**src/hw/rtl/slm_pkg.sv**
```systemverilog
// Shared constants, codes, types and helpers of the stereo level meter.
`timescale 1ns / 1ps

package slm_pkg;

  // Default geometry
  localparam int SAMPLE_WIDTH_DEF  = 24;
  localparam int FRACTION_BITS_DEF = 20;
  localparam int CHANNELS          = 4;
  localparam int COUNTERS          = 7;
  localparam int REG_WIDTH         = 23;
  localparam int STAT_WIDTH        = 64;
  localparam int STAT_INDEX_WIDTH  = 5;

  localparam logic [STAT_WIDTH-1:0] TOP_VALUE = 64'h7FFF_FFFF_FFFF_FFFF;

  // Request types
  localparam logic [1:0] REQ_FRAME = 2'd0;
  localparam logic [1:0] REQ_READ  = 2'd1;
  localparam logic [1:0] REQ_CLEAR = 2'd2;

  // Sample classes
  localparam logic [1:0] CLS_FINITE = 2'd0;
  localparam logic [1:0] CLS_NAN    = 2'd1;
  localparam logic [1:0] CLS_PINF   = 2'd2;
  localparam logic [1:0] CLS_NINF   = 2'd3;

  // Configuration register indexes
  localparam logic CFG_CLIP_LEVEL   = 1'b0;
  localparam logic CFG_CHANGE_LEVEL = 1'b1;

  // Event counter slots
  localparam logic [2:0] CNT_CHANGED  = 3'd0;
  localparam logic [2:0] CNT_NAN      = 3'd1;
  localparam logic [2:0] CNT_INF      = 3'd2;
  localparam logic [2:0] CNT_CLIP_IN  = 3'd3;
  localparam logic [2:0] CNT_CLIP_OUT = 3'd4;
  localparam logic [2:0] CNT_FRAMES   = 3'd5;
  localparam logic [2:0] CNT_BLOCKS   = 3'd6;

  // Statistic numbers
  localparam logic [4:0] STAT_SQ_BASE   = 5'd0;
  localparam logic [4:0] STAT_PEAK_BASE = 5'd4;
  localparam logic [4:0] STAT_TP_BASE   = 5'd8;
  localparam logic [4:0] STAT_MIN_BASE  = 5'd12;
  localparam logic [4:0] STAT_MAX_BASE  = 5'd16;
  localparam logic [4:0] STAT_LDIFF     = 5'd20;
  localparam logic [4:0] STAT_DSUM      = 5'd21;
  localparam logic [4:0] STAT_CNT_BASE  = 5'd22;
  localparam logic [4:0] STAT_LAST      = 5'd28;

  // Per-channel flags handed from the front end to the update stage
  typedef struct packed {
    logic [1:0] cls;
    logic       clipped;
  } chan_flags_t;

  // Saturating add; acc stays at or below the top value and v below 2^63
  function automatic logic [STAT_WIDTH-1:0] sat_add(input logic [STAT_WIDTH-1:0] acc,
                                                    input logic [STAT_WIDTH-1:0] v);
    logic [STAT_WIDTH-1:0] sum;
    sum = acc + v;
    return sum[STAT_WIDTH-1] ? TOP_VALUE : sum;
  endfunction

endpackage

```
**src/hw/rtl/slm_chan_pre.sv**
```systemverilog
// Per-channel front end: class, magnitude, square, clip flag and true peak candidate.
`timescale 1ns / 1ps

module slm_chan_pre #(
  parameter int SAMPLE_WIDTH = slm_pkg::SAMPLE_WIDTH_DEF,
  parameter int CLIP_WIDTH   = slm_pkg::REG_WIDTH
) (
  input  logic signed [SAMPLE_WIDTH-1:0]   sample,
  input  logic                             is_nan,
  input  logic                             is_inf,
  input  logic        [CLIP_WIDTH-1:0]     clip_level,
  input  logic signed [SAMPLE_WIDTH-1:0]   prev_sample,
  input  logic        [1:0]                prev_cls,
  output slm_pkg::chan_flags_t             flags,
  output logic        [SAMPLE_WIDTH-1:0]   mag,
  output logic        [2*SAMPLE_WIDTH-1:0] square,
  output logic        [SAMPLE_WIDTH-1:0]   tpeak
);

  localparam int CMP_WIDTH = (CLIP_WIDTH > SAMPLE_WIDTH) ? CLIP_WIDTH : SAMPLE_WIDTH;
  localparam int EXT_WIDTH = SAMPLE_WIDTH + 2;

  logic        [SAMPLE_WIDTH-1:0] raw;
  logic        [1:0]              cls;
  logic signed [EXT_WIDTH-1:0]    c_ext;
  logic signed [EXT_WIDTH-1:0]    p_ext;
  logic signed [EXT_WIDTH-1:0]    sum_half;
  logic signed [EXT_WIDTH-1:0]    sum_pp;
  logic signed [EXT_WIDTH-1:0]    sum_cc;
  logic        [EXT_WIDTH-1:0]    m_half;
  logic        [EXT_WIDTH-1:0]    m_pp;
  logic        [EXT_WIDTH-1:0]    m_cc;
  logic        [SAMPLE_WIDTH-1:0] t_half;
  logic        [SAMPLE_WIDTH-1:0] t_pp;
  logic        [SAMPLE_WIDTH-1:0] t_cc;
  logic        [SAMPLE_WIDTH-1:0] best;

  function automatic logic [EXT_WIDTH-1:0] abs_ext(input logic signed [EXT_WIDTH-1:0] x);
    logic [EXT_WIDTH-1:0] u;
    u = x;
    return u[EXT_WIDTH-1] ? (~u + 1'b1) : u;
  endfunction

  // Classify: NaN wins over infinity, sign of infinity from the field
  always_comb begin
    priority if (is_nan) cls = slm_pkg::CLS_NAN;
    else if (is_inf) cls = sample[SAMPLE_WIDTH-1] ? slm_pkg::CLS_NINF : slm_pkg::CLS_PINF;
    else cls = slm_pkg::CLS_FINITE;
  end

  // Magnitude and exact square
  assign raw    = sample;
  assign mag    = raw[SAMPLE_WIDTH-1] ? (~raw + 1'b1) : raw;
  assign square = mag * mag;

  assign flags.cls     = cls;
  assign flags.clipped = (cls == slm_pkg::CLS_FINITE) &&
                         (CMP_WIDTH'(mag) >= CMP_WIDTH'(clip_level));

  // Interpolated points between previous and current sample
  assign c_ext    = EXT_WIDTH'(sample);
  assign p_ext    = EXT_WIDTH'(prev_sample);
  assign sum_half = p_ext + c_ext;
  assign sum_pp   = (p_ext <<< 1) + p_ext + c_ext;
  assign sum_cc   = p_ext + (c_ext <<< 1) + c_ext;
  assign m_half   = abs_ext(sum_half);
  assign m_pp     = abs_ext(sum_pp);
  assign m_cc     = abs_ext(sum_cc);
  assign t_half   = m_half[SAMPLE_WIDTH:1];
  assign t_pp     = m_pp[SAMPLE_WIDTH+1:2];
  assign t_cc     = m_cc[SAMPLE_WIDTH+1:2];

  // Skip the interpolated terms after a non-finite sample
  always_comb begin
    best = mag;
    if (prev_cls == slm_pkg::CLS_FINITE) begin
      if (t_half > best) best = t_half;
      if (t_pp > best) best = t_pp;
      if (t_cc > best) best = t_cc;
    end
  end

  assign tpeak = best;

endmodule

```
**config.mk**
```make
export PLATFORM = sky130hd
export DESIGN_NAME = slm_chan_pre
export DESIGN_NICKNAME = d
export VERILOG_FILES = /design/src/hw/rtl/slm_pkg.sv /design/src/hw/rtl/slm_chan_pre.sv
export SDC_FILE = /design/constraint.sdc
export NUM_CORES = 1
export LEC_CHECK = 0
export BUFFER_PORTS_ARGS = -buffer_cell sky130_fd_sc_hd__buf_2
export CAP_MARGIN = 20
export CORE_MARGIN = 10
export CORE_UTILIZATION = 45
export DETAILED_ROUTE_END_ITERATION = 6
export PLACE_DENSITY_LB_ADDON = 0.3
export SLEW_MARGIN = 40
export SYNTH_ARGS = -nofsm -noshare
export SYNTH_HDL_FRONTEND = slang
export SYNTH_SLANG_ARGS = --single-unit
```
**constraint.sdc**
```tcl
create_clock -name vclk -period 14.3
set_clock_uncertainty 0.1 [all_clocks]
set_input_delay 1.43 -clock vclk [all_inputs]
set_output_delay 1.43 -clock vclk [all_outputs]
set_load 0.05 [all_outputs]
```
-- Word level (Yosys, flattened, before mapping)
Cells that the tools add are included.
- register bits: 0
- bits of input ports: 75
- output and inout bits: 99
- word-level logic and storage cells: 34
- $add $sub $neg: 9
- $mul: 1
- magnitude comparators: 4
- muxes and demuxes: 13
- bitwise logic cells: 4
- reductions and logical operators: 3
- operators with widths (operator ; number):
    24-bit 2-to-1 mux ; 7
    24-bit > comparator ; 3
    26-bit by 1-bit adder with 26-bit output (second input constant) ; 2
    26-bit by 24-bit adder with 26-bit output ; 2
    26-bit 2-to-1 mux ; 2
    26-bit NOT ; 2
    24-bit by 24-bit multiplier with 48-bit output ; 1
    24-bit by 25-bit adder with 26-bit output ; 1
    25-bit by 24-bit adder with 26-bit output ; 1
    24-bit by 24-bit adder with 25-bit output ; 1
    25-bit by 1-bit adder with 25-bit output (second input constant) ; 1
    25-bit 2-to-1 mux ; 1
    25-bit NOT ; 1
    24-bit by 1-bit adder with 24-bit output (second input constant) ; 1
    24-bit by 23-bit >= comparator with 1-bit output ; 1
    24-bit NOT ; 1
    2-bit logical NOT ; 2
    2-bit 2-to-1 mux ; 2
    1-bit logical AND ; 1
    1-bit 2-to-1 mux ; 1

-- Depth between registers and ports, before layout
- word-level depth: 13
- mapped depth: 50
- gate-level depth less buffers: 47

-- Worst setup path before layout
Ideal clock, no wire load.
- kind: input port to output port
- start: input sample[8]
- end: output tpeak[20]
- arrival: 12.453 ns
- data required time: 12.770 ns
- slack: 0.317 ns
- cell stages on the path: 47
- buffers on the path: 5
- cell sequence: ha_1 clkbuf_1 and4_1 and2_1 a221o_1 a221oi_1 xnor2_1 or4b_2 nor4b_1 a31oi_1 xnor2_1 inv_1 ha_1 nand4_1 nor4_1 a2bb2oi_1 a211oi_1 or2_2 [... 11 more ...] a211o_1 clkbuf_8 clkbuf_1 a21oi_1 a21oi_1 ha_1 a21o_1 a21o_1 a21o_1 a21o_1 a21o_1 a21o_1 a221o_1 a21oi_1 a31oi_1 nor2_1 inv_1 o31ai_1
- cells in the longest elaborated chain, start to end: 13
- elaborated cells between the ends (all ways): 25
- ends and longest elaborated chain (element ; line ; RTL):
    from (decl) ; slm_chan_pre.sv:8 ; input logic signed [SAMPLE_WIDTH-1:0] sample,
    24-bit by 24-bit adder with 25-bit output ; slm_chan_pre.sv:63 ; assign sum_half = p_ext + c_ext;
    25-bit NOT ; slm_chan_pre.sv:41 ; return u[EXT_WIDTH-1] ? (~u + 1'b1) : u;
    25-bit by 1-bit adder with 25-bit output ; slm_chan_pre.sv:41 ;
    25-bit 2-to-1 mux ; slm_chan_pre.sv:41 ;
    24-bit > comparator ; slm_chan_pre.sv:77 ; if (t_half > best) best = t_half;
    24-bit 2-to-1 mux ; slm_chan_pre.sv:77 ;
    24-bit 2-to-1 mux ; slm_chan_pre.sv:76 ; if (prev_cls == slm_pkg::CLS_FINITE) begin
    24-bit > comparator ; slm_chan_pre.sv:78 ; if (t_pp > best) best = t_pp;
    24-bit 2-to-1 mux ; slm_chan_pre.sv:78 ;
    24-bit 2-to-1 mux ; slm_chan_pre.sv:76 ;
    24-bit > comparator ; slm_chan_pre.sv:79 ; if (t_cc > best) best = t_cc;
    24-bit 2-to-1 mux ; slm_chan_pre.sv:79 ;
    24-bit 2-to-1 mux (*) ; slm_chan_pre.sv:76 ;
    to (decl) ; slm_chan_pre.sv:17 ; output logic [SAMPLE_WIDTH-1:0] tpeak
Mark *: on every way between the ends. The rest lies on a longest branch, timed or not. The select of a mux whose other input is x is not followed.

-- Final worst setup path
- start: input sample[1]
- end: output tpeak[10]
The elaborated chain is that of the path after synthesis.

==> results by group <==
Outcome
  – Status: complete, no violations

Final layout
  – Design Area, Final: about 0.028 mm2
  – Clkbuf count: 0
  – Fin util: 0.500
  – Sequential cells: 0
  – Final #Nets: about 4,200
  – Ant. Diodes: 0
  – FF+latch area: 0 um2
  – Share of cells above drive strength 1: 0.106
  – Area Growth Syn to Fin: 9.73%

Timing
  – Final-report hold violation count: 0
  – Fmax: approximately 0.073 GHz
  – Setup violators final: 0
  – Max-slew violation count: 0
  – Tcrit/Tclk final: 0.953
  – RSZ-0062 raised after global routing: false
  – Relative slew slack: 0.432
  – Final setup margin: 666 ps
  – Hold_ws: 3100 ps
  – Fin crit period: approximately 14,000 ps
  – Slew @ Worst Pin: 844 ps

Floorplan
  – Row count: 87
  – Initial Util: 0.456
  – Die area: roughly 0.067 mm2
  – Die W: 259 um
  – Ports: 174
  – Overall die height: 259 um
  – Core area: about 0.056 mm2

Routing
  – Residual DRC: 0
  – Initial DRT Pass Iterations: 5
  – WL/cell: around 20 um
  – Detailed Route Iter0 Violations: 1,514
  – DRT antenna net count: 0
  – DR vias: between 20,000 and 25,000
  – Drt via density: around 5.6
  – Wirelength, routed: around 80 mm

Synthesis
  – Top post-synthesis cells by area: fa_1 37%, ha_1 17%, inv_1 8.5%, xnor2_1 4.6%, nor2_1 4.4%
  – YS warnings: 0
  – Unique cell type count in the Yosys netlist: 92
  – Synthesized instance count: ~3,100
  – Netlist Area Pre-Place: between 0.02 and 0.03 mm2
  – Post-synth top area cell: fa_1
  – Share of the synthesized area in the top cell type: 0.366
  – Post-synth top cells: 586 x inv_1, 471 x fa_1, 357 x ha_1
  – Most common cell in the netlist: inv_1
  – Sequential fraction of the synthesis area: 0
  – Syn Area/Cell: about 8.4 um2

GRT
  – Grt ovf: 0
  – First-pass GRT wire length: between 100 and 150 mm
  – Initial antenna violation count: 4
  – Largest net degree at the start of global routing: 31
  – Vias in the first global route: roughly 23,000
  – GRT Overall Usage: 0.237

Worst setup path
  – CP Max Fanout: 11
  – Critical path's most frequent cell: a21o_1
  – CP endpoint kind: primary output
  – Critical Path RT: ~13,000 ps
  – Critical Setup Path Class: primary input to primary output
  – Crit path DAT: 12,100 ps
  – CP max stage delay: approximately 600 ps
  – Startpoint types: primary input
  – Critical Path Slowest Stage Cell: or4_1

Clock tree
  – Post-cts hold buffer count: 0

Run
  – Max-Cap Viols: 0

Worst hold path
  – Worst hold path class: primary input to primary output

Placed design
  – Routability cong.: just under 1
  – Placed wire-length estimate: around 70 mm
  – PortBufs: approximately 170
  – Post-Place Setup Slack: -51.7 ps
  – Dpl cell area: around 0.028 mm2
-- worst max-delay path, delay by kind of cell --
| family | cells | cell delay [ps] |
|---|---|---|
| compound gates | 25 | 5250 |
| xor+xnor | 2 | 410 |
| simple gates | 9 | 3010 |
| fa+ha+maj | 4 | 1240 |
| buf+inv | 5 | 770 |
-- final cells by class --
class	instances	area [um2]
Fill cell	5604	28200
Inverter	596	2240
Tap cell	756	946
Timing Repair Buffer	264	1680
Multi-Input combinational cell	2387	23400
-- path summary, 6_finish.rpt --
| path | start | to | slack [ps] | cells past startpoint |
|---|---|---|---|---|
| max | sample[1] | tpeak[10] | 670 | 45 |
| min | is_nan | flags[2] | 3100 | 3 |
-- stage by stage --
step | TNS [ps] | instances
finish | 0 | 4003
global placement | 0 | 3998
global route | 0 | 4003
floorplan | 0 | 3072
CTS | 0 | 3998
detailed placement | -51.7 | 3998
-- placed cells by master (no fill, tap or decap), drive strengths merged, types with 23 or more instances in the layout --
master,count
nand2,199
fa,471
nand2b,28
xor2,43
a21o,82
a21oi,158
o21ai,117
nand3,34
ha,357
nor3,39
buf,264
nor2,305
xnor2,136
inv,586
a211oi,23
-- cells by family (layout without fill, tap and decap cells) --
family	Yosys count	after routing	share of synthesized area
compound gates	593	593	0.151
mux	13	13	0.00554
fa+ha+maj	829	829	0.540
xor+xnor	179	179	0.0611
buf+inv	685	860	0.102
other cells	1	2	0.000146
simple gates	771	771	0.140
-- per-layer routing --
layer	up-vias	share of wire	track usage
li1	10403	-	-
met1	10854	0.42	0.308
met2	814	0.47	0.406
met3	140	0.080	0.0398
met4	6	0.028	0.0562
met5	-	0.00050	0
-- repair_timing --
action / 4_1_cts / 5_1_grt
buffers inserted: 0 / 5
hold endpoints to repair: 0 / 0
endpoints found under the setup margin: 2 / 24
pin swaps: 0 / 3
resized for setup: 2 / 45
Power is left out: the tool's default activity adds up to more than one toggle a clock period on the data nets, which glitch-free logic cannot reach.
